===== src/linear_probe_hash_set_top_assert.svh =====
// Assertion macros for the linear probing hash set.
// Included by the RTL files that carry concurrent checks; expects clk_i and rst_ni in scope.
`ifndef LINEAR_PROBE_HASH_SET_TOP_ASSERT_SVH
`define LINEAR_PROBE_HASH_SET_TOP_ASSERT_SVH
`ifndef SYNTHESIS
// check that is switched off while reset is asserted
`define LPHS_ASSERT(label, prop, msg) \
  label: assert property (@(posedge clk_i) disable iff (!rst_ni) prop) else $error(msg);
// check that also holds during reset
`define LPHS_ASSERT_NR(label, prop, msg) \
  label: assert property (@(posedge clk_i) prop) else $error(msg);
`else
`define LPHS_ASSERT(label, prop, msg)
`define LPHS_ASSERT_NR(label, prop, msg)
`endif
`endif


===== src/lphs_pkg.sv =====
// Shared types and constants of the linear probing hash set.
// No dependencies; used by the front end, queue, back end and top level.
`timescale 1ns / 1ps

package lphs_pkg;

  localparam int unsigned KEY_W       = 31;
  localparam int unsigned SLOT_W      = 5;
  localparam int unsigned STATUS_W    = 3;
  localparam int unsigned QUEUE_DEPTH = 2;
  localparam int unsigned QUEUE_PTR_W = $clog2(QUEUE_DEPTH);

  typedef enum logic {
    CMD_INSERT = 1'b0,
    CMD_SEARCH = 1'b1
  } cmd_e;

  typedef enum logic [STATUS_W-1:0] {
    ST_INSERTED  = 3'd0,
    ST_FOUND     = 3'd1,
    ST_NOT_FOUND = 3'd2,
    ST_FULL      = 3'd3,
    ST_ZERO_KEY  = 3'd4
  } status_e;

  typedef struct packed {
    cmd_e             cmd;
    logic [KEY_W-1:0] key;
  } req_t;

  typedef struct packed {
    status_e           status;
    logic [SLOT_W-1:0] slot_index;
  } rsp_t;

endpackage


===== src/lphs_fifo.sv =====
// Short job queue between front and back end.
// Depth fixed by lphs_pkg::QUEUE_DEPTH (power of two); depends on lphs_pkg.
`timescale 1ns / 1ps

module lphs_fifo #(
  parameter int unsigned Width = 1
) (
  input  logic             clk_i,
  input  logic             rst_ni,
  input  logic             push_valid_i,
  output logic             push_ready_o,
  input  logic [Width-1:0] push_data_i,
  output logic             pop_valid_o,
  input  logic             pop_ready_i,
  output logic [Width-1:0] pop_data_o
);

  localparam int unsigned PtrW = lphs_pkg::QUEUE_PTR_W;
  localparam logic [PtrW:0] Full = (PtrW+1)'(lphs_pkg::QUEUE_DEPTH);

  logic [Width-1:0] data_q [lphs_pkg::QUEUE_DEPTH];
  logic [PtrW-1:0]  wr_ptr_q, rd_ptr_q;
  logic [PtrW:0]    count_q;
  logic             push, pop;

  assign push_ready_o = (count_q != Full);
  assign pop_valid_o  = (count_q != '0);
  assign push         = push_valid_i && push_ready_o;
  assign pop          = pop_valid_o && pop_ready_i;
  assign pop_data_o   = data_q[rd_ptr_q];

  always_ff @(posedge clk_i or negedge rst_ni) begin
    if (!rst_ni) begin
      wr_ptr_q <= '0;
      rd_ptr_q <= '0;
      count_q  <= '0;
    end else begin
      if (push) begin
        wr_ptr_q <= wr_ptr_q + PtrW'(1);
      end
      if (pop) begin
        rd_ptr_q <= rd_ptr_q + PtrW'(1);
      end
      if (push && !pop) begin
        count_q <= count_q + (PtrW+1)'(1);
      end else if (pop && !push) begin
        count_q <= count_q - (PtrW+1)'(1);
      end
    end
  end

  always_ff @(posedge clk_i) begin
    if (push) begin
      data_q[wr_ptr_q] <= push_data_i;
    end
  end

endmodule


===== config.mk =====
export PLATFORM = sky130hd
export DESIGN_NAME = lphs_fifo
export DESIGN_NICKNAME = d
export VERILOG_FILES = /design/src/linear_probe_hash_set_top_assert.svh /design/src/lphs_pkg.sv /design/src/lphs_fifo.sv
export SDC_FILE = /design/constraint.sdc
export NUM_CORES = 1
export LEC_CHECK = 0
export ABC_AREA = 0
export BUFFER_PORTS_ARGS = -buffer_cell sky130_fd_sc_hd__buf_2
export CELL_PAD_IN_SITES_DETAIL_PLACEMENT = 2
export CELL_PAD_IN_SITES_GLOBAL_PLACEMENT = 2
export CORE_AREA = 2 2 39 41
export DETAILED_ROUTE_END_ITERATION = 8
export DIE_AREA = 0 0 41 43
export PLACE_DENSITY = 0.63
export SKIP_LAST_GASP = 1
export SYNTH_ARGS = -nofsm -noshare
export SYNTH_HDL_FRONTEND = slang
export SYNTH_SLANG_ARGS = --single-unit

===== constraint.sdc =====
create_clock -name clk_i -period 1.5 [get_ports clk_i]
set_clock_uncertainty 0.05 [all_clocks]
set_input_delay 0.15 -clock clk_i [delete_from_list [all_inputs] [get_ports clk_i]]
set_output_delay 0.15 -clock clk_i [all_outputs]
set_load 0.01 [all_outputs]

# ---- Word level (Yosys, flattened, before mapping)
# Memories as Yosys holds them, arrays and structs flattened.
# Index checks and enable logic that the tools add are counted.
dict set report totals {
  regBits 4
  latchBits 0
  ram_bits 2
  rom_bits 0
  input_bits 5
  out_inout_bits 3
  word_cells 21
  n_memories 1
}
dict set report classes {
  addsub 4
  mul 0
  n_div 0
  order_cmp 0
  n_eq_ne 1
  n_shift 0
  n_mux 4
  bitwise 0
  reduce_logical 8
}
# name words word_bits read_ports rd_ports_with_merged_regs write_ports line
set memory_table {}
lappend memory_table {data_q 2 1 1 0 1 lphs_fifo.sv:21} ;# logic [Width-1:0] data_q [lphs_pkg::QUEUE_DEPTH];
# op count
set ops {}
lappend ops {{1-bit logical AND} 4}
lappend ops {{2-bit two-way mux} 2}
lappend ops {{2-bit nonzero test} 2}
lappend ops {{1-bit adder (second input constant)} 2}
lappend ops {{2-bit by 1-bit adder with 2-bit output (second input constant)} 1}
lappend ops {{1-bit zero test} 2}
lappend ops {{1-bit two-way mux} 2}
lappend ops {{2-bit inequality test (second input constant)} 1}
lappend ops {{2-bit by 1-bit subtractor with 2-bit output (second input constant)} 1}

# ---- Logic depth before layout (Yosys ltp)
dict set report logic_depth {
  word_depth 6
  mapped_depth 7
  depth_no_buf 7
}

# ---- Worst setup path after synthesis
# No wires, ideal clock.
dict set report synth_timing {
  path_kind {reg-to-reg}
  from {reg count_q[0]}
  to {reg count_q[1]}
  setup_time_ps 79
  arrival_ps 1285
  t_required_ps 1371
  setup_slack_ps 86
  stages_incl_launch_ff 7
  path_buffers 0
  synth_period_minus_slack_ps 1414
  path_cell_list {dfrtp_1 -> nand2b_4 -> nand2_1 -> inv_1 -> ha_1 -> nor2_1 -> xor2_1}
}
dict set report synth_via {
  elab_chain_len 5
  word_cells_on_any_way 13
  cone_classes {add/sub: 2; eq/ne: 1; mux: 2; reduce/logical: 8}
}
# element line
set synth_lines {}
lappend synth_lines {{from (decl)} lphs_fifo.sv:23} ;# logic [PtrW:0] count_q;
lappend synth_lines {{from (signal assigned)} lphs_fifo.sv:45} ;# count_q <= count_q + (PtrW+1)'(1);
lappend synth_lines {{from (signal assigned)} lphs_fifo.sv:47} ;# count_q <= count_q - (PtrW+1)'(1);
lappend synth_lines {{2-bit inequality test *} lphs_fifo.sv:26} ;# assign push_ready_o = (count_q != Full);
lappend synth_lines {{named net push_ready_o} lphs_fifo.sv:11} ;# output logic push_ready_o,
lappend synth_lines {{1-bit logical AND *} lphs_fifo.sv:28} ;# assign push = push_valid_i && push_ready_o;
lappend synth_lines {{named net push} lphs_fifo.sv:24} ;# logic push, pop;
lappend synth_lines {{1-bit zero test} lphs_fifo.sv:46} ;# end else if (pop && !push) begin
lappend synth_lines {{1-bit logical AND} lphs_fifo.sv:46}
lappend synth_lines {{2-bit nonzero test (no line)} -}
# Mark *: on every way through the listed nets, which the timed path passes. The rest lies on a longest branch. The select of a mux whose other input is x is not followed.
# A chain may end at the register's enable or synchronous reset.

# ---- Final worst setup path
dict set report layout_timing {
  from {reg count_q[0]}
  to {reg count_q[1]}
}
dict set report layout_via {
  elab_chain_len 5
  word_cells_on_any_way 13
  cone_classes {add/sub: 2; eq/ne: 1; mux: 2; reduce/logical: 8}
}
# element
set layout_lines {}
lappend layout_lines {{parallel branches: the longest is 5 deep, another holds 2-bit by 1-bit subtractor with 2-bit output}}
# Parallel ways; which one is timed is not known. The select of a mux whose other input is x is not followed.

==> impl_metrics.tcl <==
set metrics [dict create \
    fin_crit_ns 1.425 \
    hold_viol 0 \
    swShare_pct 34.44 \
    crit_type "reg2reg" \
    clock_path_buffers 2 \
    fin_tns_setup_ns 0 \
    die_area_um2 1763 \
    final_cells 54 \
    cp_slowest_cell "dfrtp_2" \
    utilization_pct 30.92 \
    clkPwrFrac_pct 19.0 \
    hold-path-cell-count 1 \
    pwr-share-comb_pct 49.0 \
    routedWlPerCell_um 12.39 \
    final_layout_size_suffix_gt1_share_pct 60.53 \
    place_inst 45 \
    wirelength_um 669 \
    h-tree-depth 1 \
    crit_arrival_ns 1.52 \
    vias_per_cell 4.037 \
    fin_nets 45 \
    syn_area_per_cell_um2 13.47 \
    drtIter0Drc 1 \
    rsz0062_at_grt "no" \
    coreArea_um2 1384 \
    ant_nets 0 \
    grt_overflow 0 \
    rr_startpoint "count_q[0]$_DFFE_PN0P_" \
    start_util_pct 20.43 \
    die_w_um 41 \
    synth_top_area_share_pct 35.40 \
    p_switching_w 0.0003263 \
    netlist_area_um2 282.8 \
    port_buffers 7 \
    hold_ws_ns 0.03852 \
    yosysWarnings 0 \
    min_to "data_q[1]$_DFFE_PP_" \
    design_area_um2 427.9 \
    syn_to_final_growth_pct 51.33 \
    finalSetupViolations 0 \
    layout_common_cells "7 x buf_2, 5 x buf_4, 3 x xnor2_1, 3 x clkbuf_4, 3 x dfrtp_1" \
    startpoint_type "flip-flop" \
    critPathCaptureType "flip-flop" \
    grt_util_all_layers_pct 8.468 \
    crit_required_ns 1.60 \
    min_period_over_period_pct 95.00 \
    synthCells 21 \
    crit_top_cell "xor2_1" \
    hp-start "push_data_i" \
    gp_congestion 0.5968 \
    pin_count 8 \
    tritoncts "built" \
    power.internal_w 0.0006213 \
    hpwlAfterDp_um 425.4 \
    fmax_ghz 0.7017 \
    p_leak_nw 0.1977 \
    hp-class "in2reg" \
    grt_antenna_before_repair 0 \
    rows 14 \
    antenna_cells 0 \
    layout_commonest_cell "buf_2" \
    synth.area.top_cells "dfrtp_1 35%, edfxtp_1 21%, xnor2_1 9.3%" \
    power_density_nw_per_um2 2214 \
    max_slew_margin_pct 88.98 \
    cts.clk_slew.worst_paths_ns 0.06 \
    drt-pass1-iter-count 2 \
    drc 0 \
    seqPwrFrac_pct 32.0 \
    cp_cell_sequence "or2_4 > nand2_4 > ha_4 > xor2_1 > nor2_1 > xor2_1" \
    die_h_um 43 \
    numCtsBuffers 3 \
    outcome "complete, no violations" \
    grt_max_degree 5 \
    grt_pass1_wl_um 890 \
    cp_slowest_stage_delay_ns 0.42 \
    cap_violations 0 \
    dpl-instance-area_um2 345.3 \
    insertion_delay_ns 0.26 \
    crit_path_max_fanout 4 \
    grt_pass1_vias 242 \
    worstRegToRegCells 6 \
    ys_seq_area_share_pct 56.64 \
    ys_types 13 \
    drv_slew 0 \
    synth_fp_nets 27 \
    numClockSinks 6 \
    synth-seq-cells 6 \
    ir_drop_mv 0.5407 \
    tightest_slew_ns 0.1642 \
    vias 218 \
    synth_top_area_cell "dfrtp_1" \
    clockRootBuffer "clkbuf_4" \
    r2r_slack_ns 0.07 \
    rr_endpoint "count_q[1]$_DFFE_PN0P_" \
]
flip-flops by register name, summed over array words and instances (netlist names):
signal and count:
wr_ptr_q 1, count_q 2, data_q 2, rd_ptr_q 1
critical path, delay by kind of cell (launching register included):
family                   cells  cell delay [ns]
AND/OR/NAND/NOR              3             0.41
XOR/XNOR                     2             0.30
flip-flops                   1             0.42
adder cells (fa/ha/maj)      1             0.13
synthesized netlist by cell type:
cell type  number
nand2_1         1
edfxtp_1        2
and3_1          1
nand2b_4        1
ha_1            1
xor2_1          2
mux2_2          1
nand2_4         1
inv_1           1
nor2_1          2
dfrtp_1         4
or2_4           1
xnor2_1         3
stage by stage:
step | setup slack (ns) | total power [W]
floorplan | 0.08582 | 0.0005497
global placement | 0.08771 | 0.0006316
detailed placement | 0.01498 | 0.0006543
CTS | 0.002439 | 0.0008284
global route | 0.003686 | 0.001018
finish | 0.07494 | 0.0009476
cell type report:
cell class                 instances  area [um2]
clock buffer                       4       26.28
fill                             163       955.9
inverter                           1       3.754
multi-input combinational         14       133.9
sequential                         6       161.4
tap                               16       20.02
timing repair buffer              13       82.58
kinds of logic (layout without fill, tap and decap cells):
kind of cell / count (synthesis) / count (layout) / synth area share [%]
adders and majority gates: 1 / 1 / 4.424
muxes: 1 / 1 / 3.982
xor gates and xnor gates: 5 / 5 / 15.49
buffers and inverters: 1 / 18 / 1.326
DFF: 6 / 6 / 56.64
and+or+nand+nor: 7 / 7 / 18.14
what timing repair did:
action                                 in CTS  in global routing
endpoints found under the hold margin       4                  0
hold buffers                                1                  0
resized for setup                           0                  5
setup endpoints to repair                   0                  1
buffers inserted                            0                  4
power by group through the flow:
stage | registers, W | logic, W | clock network (W)
after detailed placement | 0.000317 | 0.000337 | 0
after floorplan | 0.000301 | 0.000248 | 0
after global placement | 0.000310 | 0.000322 | 0
after CTS | 0.000315 | 0.000342 | 0.000172
final | 0.000303 | 0.000464 | 0.000180
after global routing | 0.000313 | 0.000507 | 0.000197
metal layers:
layer,global-route usage [%],share of wire [%],up-vias
met1,5.863,35,106
met2,14.06,55,7
met3,1.571,3.7,4
met5,0,0,-
met4,12.00,5.5,0
li1,-,-,101
how the worst max path moves through the flow:
stage	depth (start not counted)	startpoint	end	slack [ns]
final	6	count_q[0]$_DFFE_PN0P_	count_q[1]$_DFFE_PN0P_	0.07
after global routing	6	count_q[1]$_DFFE_PN0P_	count_q[1]$_DFFE_PN0P_	0.004
after CTS	6	count_q[0]$_DFFE_PN0P_	count_q[1]$_DFFE_PN0P_	0.002
after detailed placement	6	count_q[0]$_DFFE_PN0P_	count_q[1]$_DFFE_PN0P_	0.01
after global placement	6	count_q[0]$_DFFE_PN0P_	count_q[1]$_DFFE_PN0P_	0.09
after floorplan	6	count_q[0]$_DFFE_PN0P_	count_q[1]$_DFFE_PN0P_	0.09
(Power assumes the default switching activity.)
