File: src/linear_probe_hash_set_top_assert.svh
// Assertion macros for the linear probing hash set.
// Included by the RTL files that carry concurrent checks; expects clk_i and rst_ni in scope.
`ifndef LINEAR_PROBE_HASH_SET_TOP_ASSERT_SVH
`define LINEAR_PROBE_HASH_SET_TOP_ASSERT_SVH
`ifndef SYNTHESIS
// check that is switched off while reset is asserted
`define LPHS_ASSERT(label, prop, msg) \
  label: assert property (@(posedge clk_i) disable iff (!rst_ni) prop) else $error(msg);
// check that also holds during reset
`define LPHS_ASSERT_NR(label, prop, msg) \
  label: assert property (@(posedge clk_i) prop) else $error(msg);
`else
`define LPHS_ASSERT(label, prop, msg)
`define LPHS_ASSERT_NR(label, prop, msg)
`endif
`endif

File: src/lphs_pkg.sv
// Shared types and constants of the linear probing hash set.
// No dependencies; used by the front end, queue, back end and top level.
`timescale 1ns / 1ps

package lphs_pkg;

  localparam int unsigned KEY_W       = 31;
  localparam int unsigned SLOT_W      = 5;
  localparam int unsigned STATUS_W    = 3;
  localparam int unsigned QUEUE_DEPTH = 2;
  localparam int unsigned QUEUE_PTR_W = $clog2(QUEUE_DEPTH);

  typedef enum logic {
    CMD_INSERT = 1'b0,
    CMD_SEARCH = 1'b1
  } cmd_e;

  typedef enum logic [STATUS_W-1:0] {
    ST_INSERTED  = 3'd0,
    ST_FOUND     = 3'd1,
    ST_NOT_FOUND = 3'd2,
    ST_FULL      = 3'd3,
    ST_ZERO_KEY  = 3'd4
  } status_e;

  typedef struct packed {
    cmd_e             cmd;
    logic [KEY_W-1:0] key;
  } req_t;

  typedef struct packed {
    status_e           status;
    logic [SLOT_W-1:0] slot_index;
  } rsp_t;

endpackage

File: src/lphs_stream_if.sv
// Valid/ready stream interface with a typed payload.
// Payload types come from lphs_pkg at the instantiation site.
`timescale 1ns / 1ps

interface lphs_stream_if #(
  parameter type payload_t = logic
);
  logic     valid;
  logic     ready;
  payload_t payload;

  modport source (output valid, output payload, input ready);
  modport sink   (input valid, input payload, output ready);
endinterface

File: src/lphs_back.sv
// Back end: slot store, clearing pass, probe sequencer and result register.
// Depends on lphs_pkg, lphs_stream_if and the assertion macro header.
`timescale 1ns / 1ps
`include "linear_probe_hash_set_top_assert.svh"

module lphs_back #(
  parameter int unsigned TABLE_SIZE = 31,
  localparam int unsigned IdxW = $clog2(TABLE_SIZE)
) (
  input  logic            clk_i,
  input  logic            rst_ni,
  input  logic            job_valid_i,
  output logic            job_ready_o,
  input  lphs_pkg::req_t  job_i,
  input  logic [IdxW-1:0] home_i,
  output logic            clear_done_o,
  lphs_stream_if.source   rsp_o
);

  localparam logic [IdxW-1:0] LastIdx = IdxW'(TABLE_SIZE - 1);

  typedef enum logic [2:0] {
    B_CLEAR = 3'b001,
    B_IDLE  = 3'b010,
    B_PROBE = 3'b100
  } back_state_e;

  back_state_e                state_q, state_d;
  lphs_pkg::req_t             job_q, job_d;
  logic [IdxW-1:0]            pos_q, pos_d;
  logic [IdxW-1:0]            cnt_q, cnt_d;
  logic                       rsp_valid_q, rsp_valid_d;
  lphs_pkg::rsp_t             rsp_q, rsp_d;

  logic [lphs_pkg::KEY_W-1:0] mem_q [TABLE_SIZE];
  logic [lphs_pkg::KEY_W-1:0] rdata_q;
  logic                       mem_we;
  logic [IdxW-1:0]            mem_waddr;
  logic [lphs_pkg::KEY_W-1:0] mem_wdata;
  logic [IdxW-1:0]            rd_addr;

  logic [IdxW-1:0]            next_pos;
  logic                       out_free;
  logic                       slot_empty, slot_match, pass_done;

  assign next_pos   = (pos_q == LastIdx) ? '0 : pos_q + IdxW'(1);
  assign out_free   = !rsp_valid_q || rsp_o.ready;
  assign slot_empty = (rdata_q == '0);
  assign slot_match = (rdata_q == job_q.key);
  assign pass_done  = (cnt_q == LastIdx);

  assign job_ready_o  = (state_q == B_IDLE) && out_free;
  assign clear_done_o = (state_q != B_CLEAR);

  always_comb begin
    state_d     = state_q;
    job_d       = job_q;
    pos_d       = pos_q;
    cnt_d       = cnt_q;
    rsp_d       = rsp_q;
    rsp_valid_d = rsp_valid_q && !rsp_o.ready;
    mem_we      = 1'b0;
    mem_waddr   = pos_q;
    mem_wdata   = job_q.key;
    // the slot after the current one is read every probe cycle, ahead of need
    rd_addr     = next_pos;
    unique case (state_q)
      B_CLEAR: begin
        mem_we    = 1'b1;
        mem_waddr = cnt_q;
        mem_wdata = '0;
        cnt_d     = cnt_q + IdxW'(1);
        if (pass_done) begin
          cnt_d   = '0;
          state_d = B_IDLE;
        end
      end
      B_IDLE: begin
        rd_addr = home_i;
        if (job_valid_i && job_ready_o) begin
          if (job_i.key == '0) begin
            rsp_valid_d = 1'b1;
            rsp_d       = '{status: lphs_pkg::ST_ZERO_KEY, slot_index: '0};
          end else begin
            job_d   = job_i;
            pos_d   = home_i;
            cnt_d   = '0;
            state_d = B_PROBE;
          end
        end
      end
      B_PROBE: begin
        if (job_q.cmd == lphs_pkg::CMD_INSERT) begin
          if (slot_empty) begin
            mem_we      = 1'b1;
            rsp_valid_d = 1'b1;
            rsp_d       = '{status: lphs_pkg::ST_INSERTED,
                            slot_index: lphs_pkg::SLOT_W'(pos_q)};
            state_d     = B_IDLE;
          end else if (pass_done) begin
            rsp_valid_d = 1'b1;
            rsp_d       = '{status: lphs_pkg::ST_FULL, slot_index: '0};
            state_d     = B_IDLE;
          end else begin
            pos_d = next_pos;
            cnt_d = cnt_q + IdxW'(1);
          end
        end else begin
          if (slot_match) begin
            rsp_valid_d = 1'b1;
            rsp_d       = '{status: lphs_pkg::ST_FOUND,
                            slot_index: lphs_pkg::SLOT_W'(pos_q)};
            state_d     = B_IDLE;
          end else if (slot_empty || pass_done) begin
            rsp_valid_d = 1'b1;
            rsp_d       = '{status: lphs_pkg::ST_NOT_FOUND, slot_index: '0};
            state_d     = B_IDLE;
          end else begin
            pos_d = next_pos;
            cnt_d = cnt_q + IdxW'(1);
          end
        end
      end
      default: state_d = B_IDLE;
    endcase
  end

  always_ff @(posedge clk_i or negedge rst_ni) begin
    if (!rst_ni) begin
      state_q     <= B_CLEAR;
      cnt_q       <= '0;
      rsp_valid_q <= 1'b0;
    end else begin
      state_q     <= state_d;
      cnt_q       <= cnt_d;
      rsp_valid_q <= rsp_valid_d;
    end
  end

  always_ff @(posedge clk_i) begin
    job_q <= job_d;
    pos_q <= pos_d;
    rsp_q <= rsp_d;
  end

  // slot store: one write port, one registered read port
  always_ff @(posedge clk_i) begin
    if (mem_we) begin
      mem_q[mem_waddr] <= mem_wdata;
    end
    rdata_q <= mem_q[rd_addr];
  end

  assign rsp_o.valid   = rsp_valid_q;
  assign rsp_o.payload = rsp_q;

  `LPHS_ASSERT_NR(a_probe_out_empty, (state_q == B_PROBE) |-> !rsp_valid_q, "result register busy during probe")
  `LPHS_ASSERT_NR(a_probe_pos_range, (state_q == B_PROBE) |-> (pos_q <= LastIdx), "probe position out of table")
  `LPHS_ASSERT(a_clear_once, (state_q != B_CLEAR) |=> (state_q != B_CLEAR), "clearing pass re-entered")
  `LPHS_ASSERT(a_write_empty_only, (mem_we && state_q == B_PROBE) |-> (job_q.cmd == lphs_pkg::CMD_INSERT && rdata_q == '0), "probe wrote an occupied slot")

endmodule

File: src/flat_wrapper.sv
// flat-port wrapper written by rule: the top's interface ports become plain ports
module lphs_back_flat 
#(
  parameter int unsigned TABLE_SIZE = 31,
  localparam int unsigned IdxW = $clog2(TABLE_SIZE)
)
  (clk_i, rst_ni, job_valid_i, job_ready_o, job_i, home_i, clear_done_o, rsp_o_valid, rsp_o_payload, rsp_o_ready);
  lphs_stream_if rsp_o_i ();
  input  logic clk_i;
  input  logic rst_ni;
  input  logic job_valid_i;
  output logic job_ready_o;
  input  lphs_pkg::req_t job_i;
  input  logic [IdxW-1:0] home_i;
  output logic clear_done_o;
  output wire logic [$bits(rsp_o_i.valid)-1:0] rsp_o_valid;
  output wire logic [$bits(rsp_o_i.payload)-1:0] rsp_o_payload;
  input wire logic [$bits(rsp_o_i.ready)-1:0] rsp_o_ready;
  assign rsp_o_valid = rsp_o_i.valid;
  assign rsp_o_payload = rsp_o_i.payload;
  assign rsp_o_i.ready = rsp_o_ready;
  lphs_back #(.TABLE_SIZE(TABLE_SIZE)) u_core (.clk_i(clk_i), .rst_ni(rst_ni), .job_valid_i(job_valid_i), .job_ready_o(job_ready_o), .job_i(job_i), .home_i(home_i), .clear_done_o(clear_done_o), .rsp_o(rsp_o_i));
endmodule
File: config.mk
export PLATFORM = sky130hd
export DESIGN_NAME = lphs_back_flat
export DESIGN_NICKNAME = d
export VERILOG_FILES = /design/src/lphs_pkg.sv /design/src/lphs_stream_if.sv /design/src/lphs_back.sv /design/src/flat_wrapper.sv
export VERILOG_INCLUDE_DIRS = /design/src /design/src/src
export SDC_FILE = /design/constraint.sdc
export NUM_CORES = 1
export LEC_CHECK = 0
export CORE_ASPECT_RATIO = 1.25
export CORE_UTILIZATION = 56
export CTS_CLUSTER_DIAMETER = 120
export DETAILED_ROUTE_END_ITERATION = 10
export DONT_BUFFER_PORTS = 1
export MAX_ROUTING_LAYER = met4
export PLACE_DENSITY = 0.74
export SLEW_MARGIN = 25
export SYNTH_ARGS = -nofsm -noshare
export SYNTH_HDL_FRONTEND = slang
export SYNTH_SLANG_ARGS = --single-unit
File: constraint.sdc
create_clock -name clk_i -period 11.5 [get_ports clk_i]
set_clock_uncertainty 0.2 [all_clocks]
set_input_delay 0.575 -clock clk_i [delete_from_list [all_inputs] [get_ports clk_i]]
set_output_delay 0.575 -clock clk_i [all_outputs]
set_load 0.01 [all_outputs]
* Word-level counts from Yosys, hierarchy flattened
Memories as Yosys holds them, arrays and structs flattened. A register that Yosys moved wholly into a read port is not among the register bits.
Index checks and enable logic that the tools add are counted.
W data, S select, Z words.
** Cells by class
- Muxes and demuxes :: 50
- Eq/ne operators :: 16
- Reductions and logical operators :: 16
- Bitwise gates (word level) :: 1
- Add/sub/neg operators :: 2
** Operators with widths (number)
- $mux W5 :: 18
- $logic_not A31 Y1 :: 2
- $eq A31 B31 Y1 :: 1
- $mux W31 :: 1
- $mux W3 :: 7
- $mux W1 :: 18
- $pmux W5 S3 :: 1
- $reduce_and A7 Y1 :: 2
- $add A5 B1 Y5 const B :: 2
- $eq A5 B5 Y1 const B :: 2
- $pmux W5 S2 :: 1
- $pmux W3 S3 :: 1
- $ne A2 B2 Y1 const B :: 3
- $ne A3 B2 Y1 const B :: 2
- $ne A3 B3 Y1 const B :: 2
- $pmux W1 S2 :: 3
- $reduce_and A3 Y1 :: 2
- $reduce_and A5 Y1 :: 1
- $ne A4 B1 Y1 const B :: 1
- $ne A4 B4 Y1 const B :: 1
- $eq A3 B1 Y1 const B :: 1
- $eq A3 B2 Y1 const B :: 1
- $eq A3 B3 Y1 const B :: 1
- $logic_and A1 B1 Y1 :: 3
- other kinds (6) :: 8
** Word-level totals
- Register bits :: 47
- Input port bits :: 41
- Memories kept :: 1
- Memory bits (writable) :: 961
** Memory list
- u_core.mem_q :: words 31, width 31, read ports 1, clocked after Yosys merged registers in 1, wr ports 1, line lphs_back.sv:35 : logic [lphs_pkg::KEY_W-1:0] mem_q [TABLE_SIZE];

* Depth between registers and ports, before layout
- Depth after elaboration :: 6
- Gate-level depth with buffers :: 12
- Depth with buffers taken out :: 9

* Worst setup path after synthesis
Ideal clock, no wire load.
- Path type :: register to register
- Start point :: register u_core.state_q[2]
- End point :: register u_core.state_q[1]
- Cell stages (with the launch flop) :: 10
- Buffers on the path :: 2
- Path slack :: 7566 ps
- Required time :: 11098 ps
- Arrival :: 3532 ps
- Path through :: dfrtp_1 > buf_6 > nor3b_2 > and2_1 > nand2_1 > nor2_1 > o22ai_1 > or2_2 > clkbuf_1 > nor2b_1
** Between the ends
- Longest elaborated chain between the ends :: 5
- Elaborated cells on any way between the ends :: 10
- Classes of those cells :: 6 x eq/ne; 1 x mux; 3 x reduce/logical
** Ends and longest elaborated chain
- start: declaration :: line lphs_back.sv:28 : back_state_e state_q, state_d;
- start signal: assignment :: line lphs_back.sv:134 : state_q <= state_d;
- $eq A3 B2 Y1 :: line lphs_back.sv:52 : assign job_ready_o = (state_q == B_IDLE) && out_free;
- $logic_and A1 B1 Y1 :: line lphs_back.sv:52
- net job_ready_o :: line flat_wrapper.sv:12 : output logic job_ready_o;
- $logic_and A1 B1 Y1 :: line lphs_back.sv:80 : if (job_valid_i && job_ready_o) begin
- $ne A2 B2 Y1 (no source line)
- $reduce_and A3 Y1 (no source line)
The timed path passes the listed nets, and every way through them passes these cells.
A chain may end at the register's enable or synchronous reset.

* Worst setup path in the final report
- Start point :: register u_core.pos_q[0]
- End point :: register u_core.rdata_q[10] in the netlist's numbering (read register of u_core.mem_q)
** Between the ends
- Longest elaborated chain between the ends :: 3
- Elaborated cells on any way between the ends :: 4
- Classes of those cells :: 1 x add/sub; 1 x eq/ne; 2 x mux
** Ends and longest elaborated chain
- start: declaration :: line lphs_back.sv:30 : logic [IdxW-1:0] pos_q, pos_d;
- start signal: assignment :: line lphs_back.sv:142 : pos_q <= pos_d;
- $add A5 B1 Y5 or $eq A5 B5 Y1 (tied branches) :: line lphs_back.sv:46 : assign next_pos = (pos_q == LastIdx) ? '0 : pos_q + IdxW'(1);
- $mux W5 * :: line lphs_back.sv:46
- $mux W5 * :: line lphs_back.sv:67 : unique case (state_q)
- end: declaration :: line lphs_back.sv:36 : logic [lphs_pkg::KEY_W-1:0] rdata_q;
Mark *: on every way between the ends. The rest lies on a longest branch, timed or not.

==> flow_summary.ini <==
[synth]
synth.avg_cell_area_um2 = 16.6
ys_seq_elements = 1039
synth-edff-count = 999
synthesis.nets = 2481
synthArstFlopShare_pct = 0.866
ys_warn_count = 0
syn_area_um2 = 40500
syn_inst = 2436
yosys.cell_types.count = 61
seq_area_frac_synth_pct = 76.1
synthFlopType = edfxtp_1

[sta]
period_minus_slack_ns = 5.16
finalCritPeriodShare_pct = 44.8
worstMarginPinSlew_ns = 1.17
fin_ws_ns = 6.34
finalSetupTns_ns = 0
max_freq_mhz = 194
final_hold_viol_count = 0
setup_viol = 0
maxSlewHeadroom_pct = 22.0
rsz0062_at_grt = no
drv_slew = 0

[worst_setup_path]
rr_startpoint = u_core.pos_q[0]
worstPathRequired_ns = 11.83
startpoint = u_core.pos_q[0]
worst-path-max-fanout = 163
worst_setup_path_start_kind = flop
path_delay_family = buffers and inverters
cpPeakStageDelay_ns = 0.74
path_cells = inv_1, ha_1, nand4_1, a21o_2, buf_4, and2_4, buf_12, mux4_2, a22oi_1, a211oi_1
crit_arrival_ns = 5.49
critical-path-slowest-cell = and2_4
path_buf_inv = 3
reg2reg_slack_ns = 6.34
crit_type = reg2reg
endpoint_kind = flop

[clock_network]
cts_sinks = 1039
clk_path_buf_depth = 3
tritoncts = yes
cts_root_buf = clkbuf_16
post_cts_resized = 0
path_clk_slew_ns = 0.06
clock_latency_ns = 0.67
htree_levels = 3
numCtsBuffers = 93
holdBufCountCts = 40
postCtsSetupBuffers = 0

[layout]
area_growth_pct = 11.7
final_core_util_pct = 63.6
final_cell_mix = edfxtp_1 (999), nand2_1 (344), and3_1 (97)
drive_above_1_share_pct = 13.6
final_nets = 2515
postLayoutCellArea_um2 = 45200
final_common_cell = edfxtp_1

[place]
dp_slack_ns = 6.51
port_buffers = 0
gp_congestion = 0.873
dpl_cell_area_um2 = 41700
dp_hpwl_um = 56600

[floorplanning]
dieArea_um2 = 73400
ioPinCount = 45
fp-row-count = 109
start_util_pct = 56.9
coreArea_um2 = 71200
fp.dieH_um = 303
die_w_um = 243

[power_and_ir_drop]
p_int_w = 0.00794
p_switching_w = 0.00461
p_clk_share_pct = 25.1
total_power_w = 0.0125
seqPwrFrac_pct = 36.5
p_leak_nw = 14.6
combPwrFrac_pct = 38.3
swShare_pct = 36.7
powerDensity_nw_per_um2 = 277
ir_drop_mv = 0.259

[drt]
drtAntennaViolNets = 0
drc = 1
totalWireLength_um = 108000
vias = 23300
drt_pass1_iterations = 8
drt_iter0_drc = 3101
wl_per_cell_um = 30.9
viasPerCell = 6.69

[grt]
grt_antenna_before_repair = 1
first_global_vias = 22800
grt_pass1_wl_um = 153000
grt.overflow.total = 0
grt_usage_pct = 30.4
grt_max_degree = 164

[run_status]
failed_checks = design-rule violations
status = finished with violations

[job]
drv_cap = 0

[min_path]
min_path_type = in2async
[power groups by stage]
stage / clock, W / combinational, W / sequential, W
3_5_place_dp: 0 / 0.00469 / 0.00466
2_1_floorplan: 0 / 0.00348 / 0.00456
3_3_place_gp: 0 / 0.00458 / 0.00465
6_report: 0.00315 / 0.00481 / 0.00458
5_1_grt: 0.00330 / 0.00510 / 0.00458
4_1_cts: 0.00316 / 0.00473 / 0.00458
[synthesized netlist by cell type (2+ instances only)]
| master | count | area (µm²) |
|---|---|---|
| a211oi_1 | 95 | 713 |
| a21o_1 | 4 | 30.0 |
| a21oi_1 | 39 | 195 |
| a221oi_1 | 2 | 17.5 |
| a22oi_1 | 60 | 450 |
| a311oi_1 | 31 | 272 |
| a31oi_1 | 66 | 413 |
| a32oi_1 | 32 | 280 |
| a41oi_1 | 2 | 17.5 |
| and2_1 | 35 | 219 |
| and3_1 | 97 | 607 |
| buf_2 | 51 | 255 |
| buf_4 | 8 | 60.1 |
| buf_6 | 10 | 113 |
| clkbuf_1 | 91 | 342 |
| dfrtp_1 | 8 | 200 |
| dfxtp_1 | 31 | 621 |
| edfxtp_1 | 999 | 30000 |
| ha_1 | 4 | 50.1 |
| inv_1 | 7 | 26.3 |
| mux2_2 | 2 | 22.5 |
| mux2i_1 | 62 | 621 |
| mux4_2 | 90 | 2030 |
| nand2_1 | 345 | 1290 |
| nand2b_1 | 3 | 18.8 |
| nand3_1 | 8 | 40.0 |
| nand3b_1 | 2 | 15.0 |
| nand4_1 | 14 | 87.6 |
| nor2_1 | 47 | 176 |
| nor2b_1 | 4 | 25.0 |
| nor3_1 | 8 | 40.0 |
| nor4_1 | 47 | 294 |
| o211ai_1 | 2 | 15.0 |
| o21ai_0 | 39 | 195 |
| o22ai_1 | 31 | 194 |
| o31ai_1 | 5 | 37.5 |
| xnor2_1 | 31 | 272 |
[stage by stage]
step / std cells / hold WS (ns)
global route: 3489 / 0.120
finish: 3489 / 0.0958
CTS: 3486 / 0.0841
floorplan: 2436 / 0.0794
detailed placement: 3276 / 0.0797
global placement: 3276 / 0.0797
[sequential cells by signal, indices dropped and copies added (netlist names)]
signal	flops
u_core.rsp_o.valid	1
u_core.rsp_o.payload	1
u_core.pos_q	5
u_core.rdata_q	31
u_core.cnt_q	5
u_core.state_q	3
u_core.job_q	32
u_core.mem_q	961
[area by class of cell]
| type | count | area [µm²] |
|---|---|---|
| Tap cell | 943 | 1180 |
| Multi-Input combinational cell | 1228 | 9210 |
| Antenna cell | 1 | 2.50 |
| Inverter | 7 | 26.3 |
| Clock inverter | 43 | 541 |
| Timing Repair Buffer | 101 | 907 |
| Fill cell | 4729 | 25900 |
| Clock buffer | 127 | 2540 |
| Sequential cell | 1039 | 30800 |
[worst register-to-register path, stage by stage (launching register included)]
cell and delay [ns]:
edfxtp_1 0.51, inv_1 0.18, ha_1 0.29, nand4_1 0.12, a21o_2 0.66, buf_4 0.52
and2_4 0.77, buf_12 0.55, mux4_2 0.83, a22oi_1 0.29, a211oi_1 0.12
[layer usage]
metal	up-vias	GRT usage, %	share of wire (%)
met5	-	-	0
met4	0	18.3	6.6
met3	357	5.20	9.0
met2	1483	50.2	50
met1	11800	35.1	34
li1	9749	-	-
[final timing paths]
path,end,cells after the start
worst min register to register,u_core.state_q[0],2
worst min-delay path,u_core.cnt_q[0],1
worst max register to register,u_core.rdata_q[10],10
worst max-delay path,u_core.rdata_q[10],10
max in group asynchronous,u_core.state_q[0],1
min in group clk_i,u_core.rsp_o.payload,2
[cells by family (layout without fill, tap and decap cells)]
group / after synthesis / in the layout / share of synthesized area, %
AO/OA/AOI/OAI: 418 / 418 / 7.24
XOR/XNOR: 32 / 32 / 0.692
adder cells (fa/ha/maj): 4 / 4 / 0.124
buffers and inverters: 169 / 278 / 1.99
flip-flops: 1039 / 1039 / 76.1
multiplexers: 156 / 156 / 6.68
other: 0 / 1 / 0
AND/OR/NAND/NOR: 618 / 618 / 7.13
Power figures use the tool's default switching activity.
